===== config.mk =====
export PLATFORM = sky130hd
export DESIGN_NAME = bsf_divider
export DESIGN_NICKNAME = d
export VERILOG_FILES = /design/src/bsf_pkg.sv /design/src/bsf_divider.sv
export SDC_FILE = /design/constraint.sdc
export NUM_CORES = 1
export LEC_CHECK = 0
export BUFFER_PORTS_ARGS = -buffer_cell sky130_fd_sc_hd__buf_2
export CORE_ASPECT_RATIO = 0.75
export CORE_UTILIZATION = 45
export DETAILED_ROUTE_END_ITERATION = 8
export GPL_TIMING_DRIVEN = 0
export PLACE_DENSITY = 0.68
export SYNTH_ARGS = -nofsm -noshare
export SYNTH_HDL_FRONTEND = slang
export SYNTH_SLANG_ARGS = --single-unit

===== constraint.sdc =====
create_clock -name aclk -period 6.14 [get_ports aclk]
set_input_delay 0.614 -clock aclk [delete_from_list [all_inputs] [get_ports aclk]]
set_output_delay 0.614 -clock aclk [all_outputs]
set_load 0.1 [all_outputs]

===== src/bsf_pkg.sv =====
// Shared types and constants for the band spectral flux block.
// Used by bsf_divider and band_spectral_flux; depends on nothing else.
`timescale 1ns / 1ps

package bsf_pkg;

    // Field and state widths.
    localparam int MAG_W  = 16;
    localparam int BIN_W  = 9;
    localparam int SUM_W  = 25;
    localparam int FLUX_W = 16;
    localparam int DIV_W  = BIN_W + 1;
    localparam int CNT_W  = $clog2(SUM_W);

    // Register reset values.
    localparam logic [BIN_W-1:0] START_BIN_RESET = 9'd1;
    localparam logic [BIN_W-1:0] END_BIN_RESET   = 9'd5;

    // Configuration register indexes.
    typedef enum logic [0:0] {
        REG_START_BIN = 1'b0,
        REG_END_BIN   = 1'b1
    } cfg_idx_t;

    // Request to the end-of-frame divider.
    typedef struct packed {
        logic             start;
        logic             band_ok;
        logic [SUM_W-1:0] dividend;
        logic [DIV_W-1:0] divisor;
    } div_req_t;

    // Status returned by the divider.
    typedef struct packed {
        logic              busy;
        logic              done;
        logic [FLUX_W-1:0] quotient;
    } div_stat_t;

endpackage


===== src/bsf_divider.sv =====
// Restoring divider, one quotient bit per cycle, for the end-of-frame mean.
// Depends on bsf_pkg for widths and the request and status structs.
`timescale 1ns / 1ps

module bsf_divider (
    input  logic               aclk,
    input  logic               aresetn,
    input  bsf_pkg::div_req_t  req,
    output bsf_pkg::div_stat_t stat
);

    import bsf_pkg::*;

    logic             busy_reg, busy_next;
    logic [CNT_W-1:0] cnt_reg, cnt_next;
    logic [SUM_W-1:0] quo_reg, quo_next;
    logic [DIV_W-1:0] rem_reg, rem_next;
    logic [DIV_W-1:0] den_reg, den_next;
    logic [DIV_W:0]   rem_shift;
    logic             last_step;

    assign rem_shift = {rem_reg, quo_reg[SUM_W-1]};
    assign last_step = (cnt_reg == CNT_W'(SUM_W - 1));

    // One shift-and-subtract step per cycle; an empty band divides zero by one.
    always_comb begin
        busy_next = busy_reg;
        cnt_next  = cnt_reg;
        quo_next  = quo_reg;
        rem_next  = rem_reg;
        den_next  = den_reg;
        if (busy_reg) begin
            if (rem_shift >= {1'b0, den_reg}) begin
                rem_next = DIV_W'(rem_shift - {1'b0, den_reg});
                quo_next = {quo_reg[SUM_W-2:0], 1'b1};
            end else begin
                rem_next = rem_shift[DIV_W-1:0];
                quo_next = {quo_reg[SUM_W-2:0], 1'b0};
            end
            cnt_next = cnt_reg + 1'b1;
            if (last_step) begin
                busy_next = 1'b0;
            end
        end else if (req.start) begin
            busy_next = 1'b1;
            cnt_next  = '0;
            rem_next  = '0;
            quo_next  = req.band_ok ? req.dividend : '0;
            den_next  = req.band_ok ? req.divisor : DIV_W'(1);
        end
    end

    always_ff @(posedge aclk) begin
        if (!aresetn) begin
            busy_reg <= 1'b0;
            cnt_reg  <= '0;
        end else begin
            busy_reg <= busy_next;
            cnt_reg  <= cnt_next;
        end
        quo_reg <= quo_next;
        rem_reg <= rem_next;
        den_reg <= den_next;
    end

    // The quotient is valid in the cycle of the final step.
    assign stat.busy     = busy_reg;
    assign stat.done     = busy_reg && last_step;
    assign stat.quotient = quo_next[FLUX_W-1:0];

endmodule


==> results of run 1 <==
[layer usage]
metal  vias to the layer above  part of all wire, %  GRT usage [%]
li1                       1096                    -              -
met1                       993                   52           28.0
met2                        53                   41           26.3
met3                         5                  6.4           4.90
met4                         0                 0.54           3.65
met5                         -                    0              0
[layout make-up]
cell class / count / area share, %
Buffer: 30 / 5.50
Clock buffer: 5 / 2.10
Clock inverter: 3 / 2.06
Inverter: 16 / 1.83
Multi-Input combinational cell: 186 / 37.0
Sequential cell: 51 / 40.0
Tap cell: 78 / 2.98
Timing Repair Buffer: 56 / 8.55
[worst paths after layout]
check | from | to | slack, ns | cells past startpoint
setup / recovery | busy_reg$_SDFF_PN0_ | stat[10] | 2.88 | 7
hold / removal | quo_reg[6]$_DFF_P_ | quo_reg[7]$_DFF_P_ | 0.51 | 2
setup reg to reg | rem_reg[5]$_SDFFCE_PN0P_ | rem_reg[3]$_SDFFCE_PN0P_ | 3.79 | 7
hold reg to reg | quo_reg[6]$_DFF_P_ | quo_reg[7]$_DFF_P_ | 0.51 | 2
[logic make-up after synthesis]
kind of cell	synth area share, %
AO/OA/AOI/OAI	16.6
XOR/XNOR	2.22
multiplexers	2.17
buffers and inverters	8.70
adder cells (fa/ha/maj)	6.16
AND/OR/NAND/NOR	16.7
flip-flops	47.5
[worst max-delay path: stages (launching register included)]
cell	delay, ns
dfxtp_1	0.34
clkbuf_1	0.37
buf_1	0.43
clkbuf_1	0.41
nand2_1	0.11
o21ai_0	0.13
buf_4	0.15
buf_2	0.41
[layout by cell type (no fill, tap or decap), types with 2 or more instances in the layout]
cell type	instances
a211oi_1	2
a21oi_1	22
a21oi_2	2
a22o_1	9
and2_1	11
buf_2	56
buf_4	18
bufinv_16	2
clkbuf_1	11
clkbuf_8	5
dfxtp_1	22
edfxtp_1	29
ha_1	12
inv_1	15
mux2i_1	6
nand2_1	23
nand2b_1	4
nand3_1	4
nand3b_1	2
nor2_1	15
nor2b_1	21
nor3_1	3
o21a_1	2
o21ai_0	22
o21ai_2	2
o31a_1	2
xnor2_1	6
[metrics by stage]
| step | instances | hold slack [ns] | instance area [µm²] |
|---|---|---|---|
| after CTS | 425 | 0.505 | 3280 |
| after global placement | 417 | 0.468 | 3140 |
| after detailed placement | 417 | 0.477 | 3140 |
| final | 425 | 0.507 | 3280 |
| after floorplan | 283 | 0.451 | 2760 |
| after global routing | 425 | 0.537 | 3280 |
[where the power goes]
part | total [mW] | switching (mW) | internal [mW]
sequential | 0.424 | 0.0183 | 0.406
combinational | 0.374 | 0.245 | 0.129
clock | 0.279 | 0.116 | 0.163
==> flow_metrics.tcl, run 1 <==
set metrics [dict create \
    outcome "finished, final reports clean" \
    antennaDiodeCount 0 \
    grt_pass1_wl_um 9450 \
    synth-edff-count 29 \
    ys_types 42 \
    fmax_ghz 0.306 \
    post_cts_buffers 0 \
    dp_slack_ns 3.07 \
    via_count 2147 \
    path_class "reg2out" \
    synth_nets 335 \
    path_clk_slew_ns 0.10 \
    die_w_um 92.5 \
    p_total_mw 1.08 \
    overflow 0 \
    pin_count 57 \
    setup_viol 0 \
    yosys_most_used_dff "edfxtp_1" \
    grt_pass1_vias 2004 \
    slew_viol_final 0 \
    hp-class "reg2reg" \
    syn_avg_cell_area_um2 9.76 \
    fin_crit_ns 3.26 \
    die_area_um2 6460 \
    synth-async-reset-ratio_pct 0 \
    clock-sinks 51 \
    yosysSeqAreaShare_pct 47.5 \
    cts_root_buf "clkbuf_8" \
    multi_input_area_um2 1210 \
    drt-total-wl_um 5730 \
    largest_reg_flops 25 \
    wl_per_cell_um 13.5 \
    dpl.hpwl_um 4160 \
    rsz0062_at_grt "no" \
    clock_path_buffers 2 \
    gp_congestion 0.800 \
    port_buffers 56 \
    start_util_pct 47.2 \
    post-route-util_pct 56.0 \
    drtAntennaViolNets 0 \
    synth_warnings 0 \
    rows 24 \
    synth_commonest_cells "edfxtp_1, nand2_1, a21oi_1, dfxtp_1, o21ai_0" \
    fin_worst_skew_ns 0.00757 \
    seq_area_um2 1310 \
    post_cts_resized 0 \
    core_um2 5860 \
    end_kind "primary output" \
    crit_fanout 10 \
    nNetsFinal 398 \
    setup_tns_ns 0 \
    viasPerCell 5.05 \
    critPathArrivalTime_ns 2.65 \
    grt_util_all_layers_pct 18.4 \
    antenna_found_initial 0 \
    cts_inserted_buffers 5 \
    tightestPinTransition_ns 0.887 \
    power_density_nw_per_um2 329 \
    synth.most_common_cell "edfxtp_1" \
    cts-hold-fix-buffers 0 \
    relSlewSlack_pct 40.7 \
    drc 0 \
    synthCells 283 \
    hold_viol 0 \
    maxCapViolCount 0 \
    clock_latency_ns 0.30 \
    synth_top_area_share_pct 31.5 \
    required_ns 5.53 \
    period_share_pct 53.1 \
    drive_gt1_share_pct 25.6 \
    synth_area_um2 2760 \
    ir_drop_uv 191 \
    synth-seq-cells 51 \
    grt_max_degree 21 \
    synth_top_cell_by_area "edfxtp_1" \
    cts_tree "done" \
    h-tree-depth 2 \
    p_leak_nw 1.41 \
    die_h_um 69.9 \
    layout_setup_ws_ns 2.88 \
    worstSetupStartpointType "flip-flop" \
    drt_iter0_markers 128 \
    fill_cells 551 \
    netlist_top_cells_area "edfxtp_1, dfxtp_1, ha_1, buf_4, nor2b_1" \
    first_pass_iters 4 \
    area_growth_pct 18.6 \
]
Power figures use the tool's default switching activity.
==> run 2, diff against run 1 <==
--- a/config.mk
+++ b/config.mk
@@ -5,12 +5,13 @@
 export SDC_FILE = /design/constraint.sdc
 export NUM_CORES = 1
 export LEC_CHECK = 0
+export ABC_AREA = 1
 export BUFFER_PORTS_ARGS = -buffer_cell sky130_fd_sc_hd__buf_2
 export CORE_ASPECT_RATIO = 0.75
 export CORE_UTILIZATION = 45
 export DETAILED_ROUTE_END_ITERATION = 8
 export GPL_TIMING_DRIVEN = 0
-export PLACE_DENSITY = 0.68
+export PLACE_DENSITY = 0.7
 export SYNTH_ARGS = -nofsm -noshare
 export SYNTH_HDL_FRONTEND = slang
 export SYNTH_SLANG_ARGS = --single-unit
==> constraint.sdc (replaced) <==
create_clock -name aclk -period 2.82 [get_ports aclk]
set_input_delay 0.282 -clock aclk [delete_from_list [all_inputs] [get_ports aclk]]
set_output_delay 0.282 -clock aclk [all_outputs]
set_load 0.1 [all_outputs]
==> flow_metrics.tcl, run 2 <==
set metrics [dict create \
    worstSetupStartpointType "flip-flop" \
    pin_count 57 \
    setup_viol 0 \
    cts-hold-fix-buffers 0 \
    antennaDiodeCount 0 \
    multi_input_area_um2 1230 \
    hold_viol 0 \
    fin_worst_skew_ns 0.0105 \
    clock-sinks 51 \
    hold_slack_ns 0.214 \
    synth_top_family_by_area "simple AND/OR/NAND/NOR gates" \
    netlist_top_cells_area "edfxtp_1, dfxtp_1, nand2_1, inv_1, nand3_1" \
    outcome "finished, final reports clean" \
    relSlewSlack_pct 43.7 \
    rsz0062_at_grt "no" \
    drt-total-wl_um 6440 \
    die_h_um 71.4 \
    power_density_nw_per_um2 664 \
    p_int_mw 1.38 \
    synth.most_common_cell "nand2_1" \
    largest_reg_flops 25 \
    nNetsFinal 462 \
    synth_warnings 0 \
    seq_area_um2 1310 \
    setup_tns_ns 0 \
    path_class "reg2out" \
    via_count 2435 \
    grt_pass1_wl_um 10500 \
    first_pass_iters 5 \
    synth_area_um2 2890 \
    grt_pass1_vias 2223 \
    clock_path_buffers 2 \
    synth-edff-count 29 \
    die_area_um2 6740 \
    period_share_pct 94.2 \
    clkPwrFrac_pct 20.0 \
    synth-seq-cells 51 \
    antenna_found_initial 0 \
    synth_top_cell_by_area "edfxtp_1" \
    power.share.combinational_pct 39.2 \
    slew_viol_final 0 \
    synthCells 348 \
    ir_drop_uv 348 \
    synth_commonest_cells "nand2_1, inv_1, nand3_1" \
    end_kind "primary output" \
    synthAdderAreaFrac_pct 5.89 \
    switching_share_pct 39.0 \
    wl_per_cell_um 13.2 \
    placed_area_um2 3270 \
    p_switching_uw 885 \
    port_buffers 55 \
    grt_util_all_layers_pct 20.4 \
    yosysSeqAreaShare_pct 45.4 \
    ys_types 31 \
    fin_crit_ns 2.66 \
    cts_inserted_buffers 5 \
    path_clk_slew_ns 0.10 \
    synth_top_area_share_pct 30.2 \
    fmax_ghz 0.376 \
    synthMuxAreaShare_pct 0 \
    fin_area_um2 3420 \
    synth-async-reset-ratio_pct 0 \
    seqPwrFrac_pct 40.8 \
    grt_max_degree 21 \
    synthSimpleGateAreaFrac_pct 25.3 \
    tightestPinTransition_ns 0.844 \
    synth_nets 400 \
    crit_fanout 10 \
    overflow 0 \
    drc 0 \
    drtAntennaViolNets 0 \
    clock_latency_ns 0.31 \
    gp_congestion 0.844 \
    viasPerCell 4.98 \
    synth_xor_area_share_pct 1.21 \
    yosys_most_used_dff "edfxtp_1" \
    final_common_cell "nand2_1" \
    die_w_um 94.5 \
    cts_root_buf "clkbuf_8" \
    final_cell_mix "nand2_1, buf_2, inv_1" \
    p_leak_nw 1.72 \
    fill_cells 579 \
    start_util_pct 48.1 \
    h-tree-depth 2 \
    cts_tree "done" \
    rows 24 \
    required_ns 2.54 \
    core_um2 6010 \
    p_total_mw 2.27 \
    dpl.hpwl_um 4680 \
    hp-class "in2reg" \
    area_growth_pct 18.4 \
    drive_gt1_share_pct 24.6 \
    synth_compound_area_share_pct 8.58 \
    maxCapViolCount 0 \
    drt_iter0_markers 119 \
    critPathArrivalTime_ns 2.37 \
    syn_avg_cell_area_um2 8.30 \
]
-- run 2: cell count changes in the layout (fill, tap and decap cells not counted), sizes merged, moves of 10 or more --
cell   change
inv       +34
nor2b     -21
nand3     +27
nand2     +69
nor2      +14
a22oi     +12
and2      -10
o21ai     -22
a21oi     -15
-- run 2: metrics by stage --
stage / util, % / worst slack [ns] / cells
floorplan: - / 0.721 / 348
detailed placement: 54.4 / 0.292 / 481
finish: 56.9 / 0.164 / 489
global route: 56.9 / 0.0141 / 489
global placement: 54.4 / 0.311 / 481
CTS: 56.0 / 0.0546 / 489
-- run 2: area by class of cell --
cell class	instances	share of cell area, %
Sequential cell	51	38.4
Multi-Input combinational cell	217	36.1
Timing Repair Buffer	55	8.35
Buffer	31	6.15
Inverter	49	5.38
Tap cell	78	2.86
Clock buffer	6	2.42
Clock inverter	2	0.403
-- run 2: timing repair --
item | CTS | global route
gates cloned | 0 | 0
endpoints found under the setup margin | 1 | 1
buffers inserted | 0 | 0
resized for setup | 1 | 8
-- run 2: critical path, stage by stage, from the launching register on --
cell and delay, ns:
edfxtp_1 0.42, ha_1 0.39, or2_1 0.24, nand3_1 0.12
nand2_2 0.09, nand2_4 0.13, nand2_4 0.08, buf_12 0.14
nand2_1 0.06, nand3_1 0.09, buf_4 0.15, buf_8 0.16
-- run 2: layer usage --
layer  global-route usage [%]  share of wire [%]  routed length [µm]  vias to the layer above
met3                     3.61                6.0                 386                        6
met4                     5.56               0.95                  61                        0
met5                        0                  0                   0                        -
met2                     29.5                 43                2740                       65
met1                     31.1                 51                3250                     1118
li1                         -                  -                   -                     1246
-- run 2: power groups by stage --
stage          sequential, mW  combinational, mW  clock [mW]
2_1_floorplan           0.924              0.708           0
3_3_place_gp            0.935              0.846           0
3_5_place_dp            0.937              0.859           0
4_1_cts                 0.921              0.864       0.466
5_1_grt                 0.936              0.971       0.493
6_report                0.926              0.890       0.453
-- run 2: final timing paths --
kind	slack (ns)	from	to	depth (start not counted)
setup / recovery	0.16	rem_reg[1]$_SDFFCE_PN0P_	stat[0]	11
hold / removal	0.21	req[17]	quo_reg[7]$_DFF_P_	3
setup reg to reg	0.77	den_reg[0]$_SDFFCE_PN1P_	rem_reg[8]$_SDFFCE_PN0P_	11
hold reg to reg	0.48	cnt_reg[3]$_SDFFE_PN0P_	cnt_reg[3]$_SDFFE_PN0P_	2
-- run 2: cells by family after synthesis --
family	after synthesis
compound gates	34
xor+xnor	4
fa+ha+maj	13
buf+inv	80
flops	51
simple gates	166
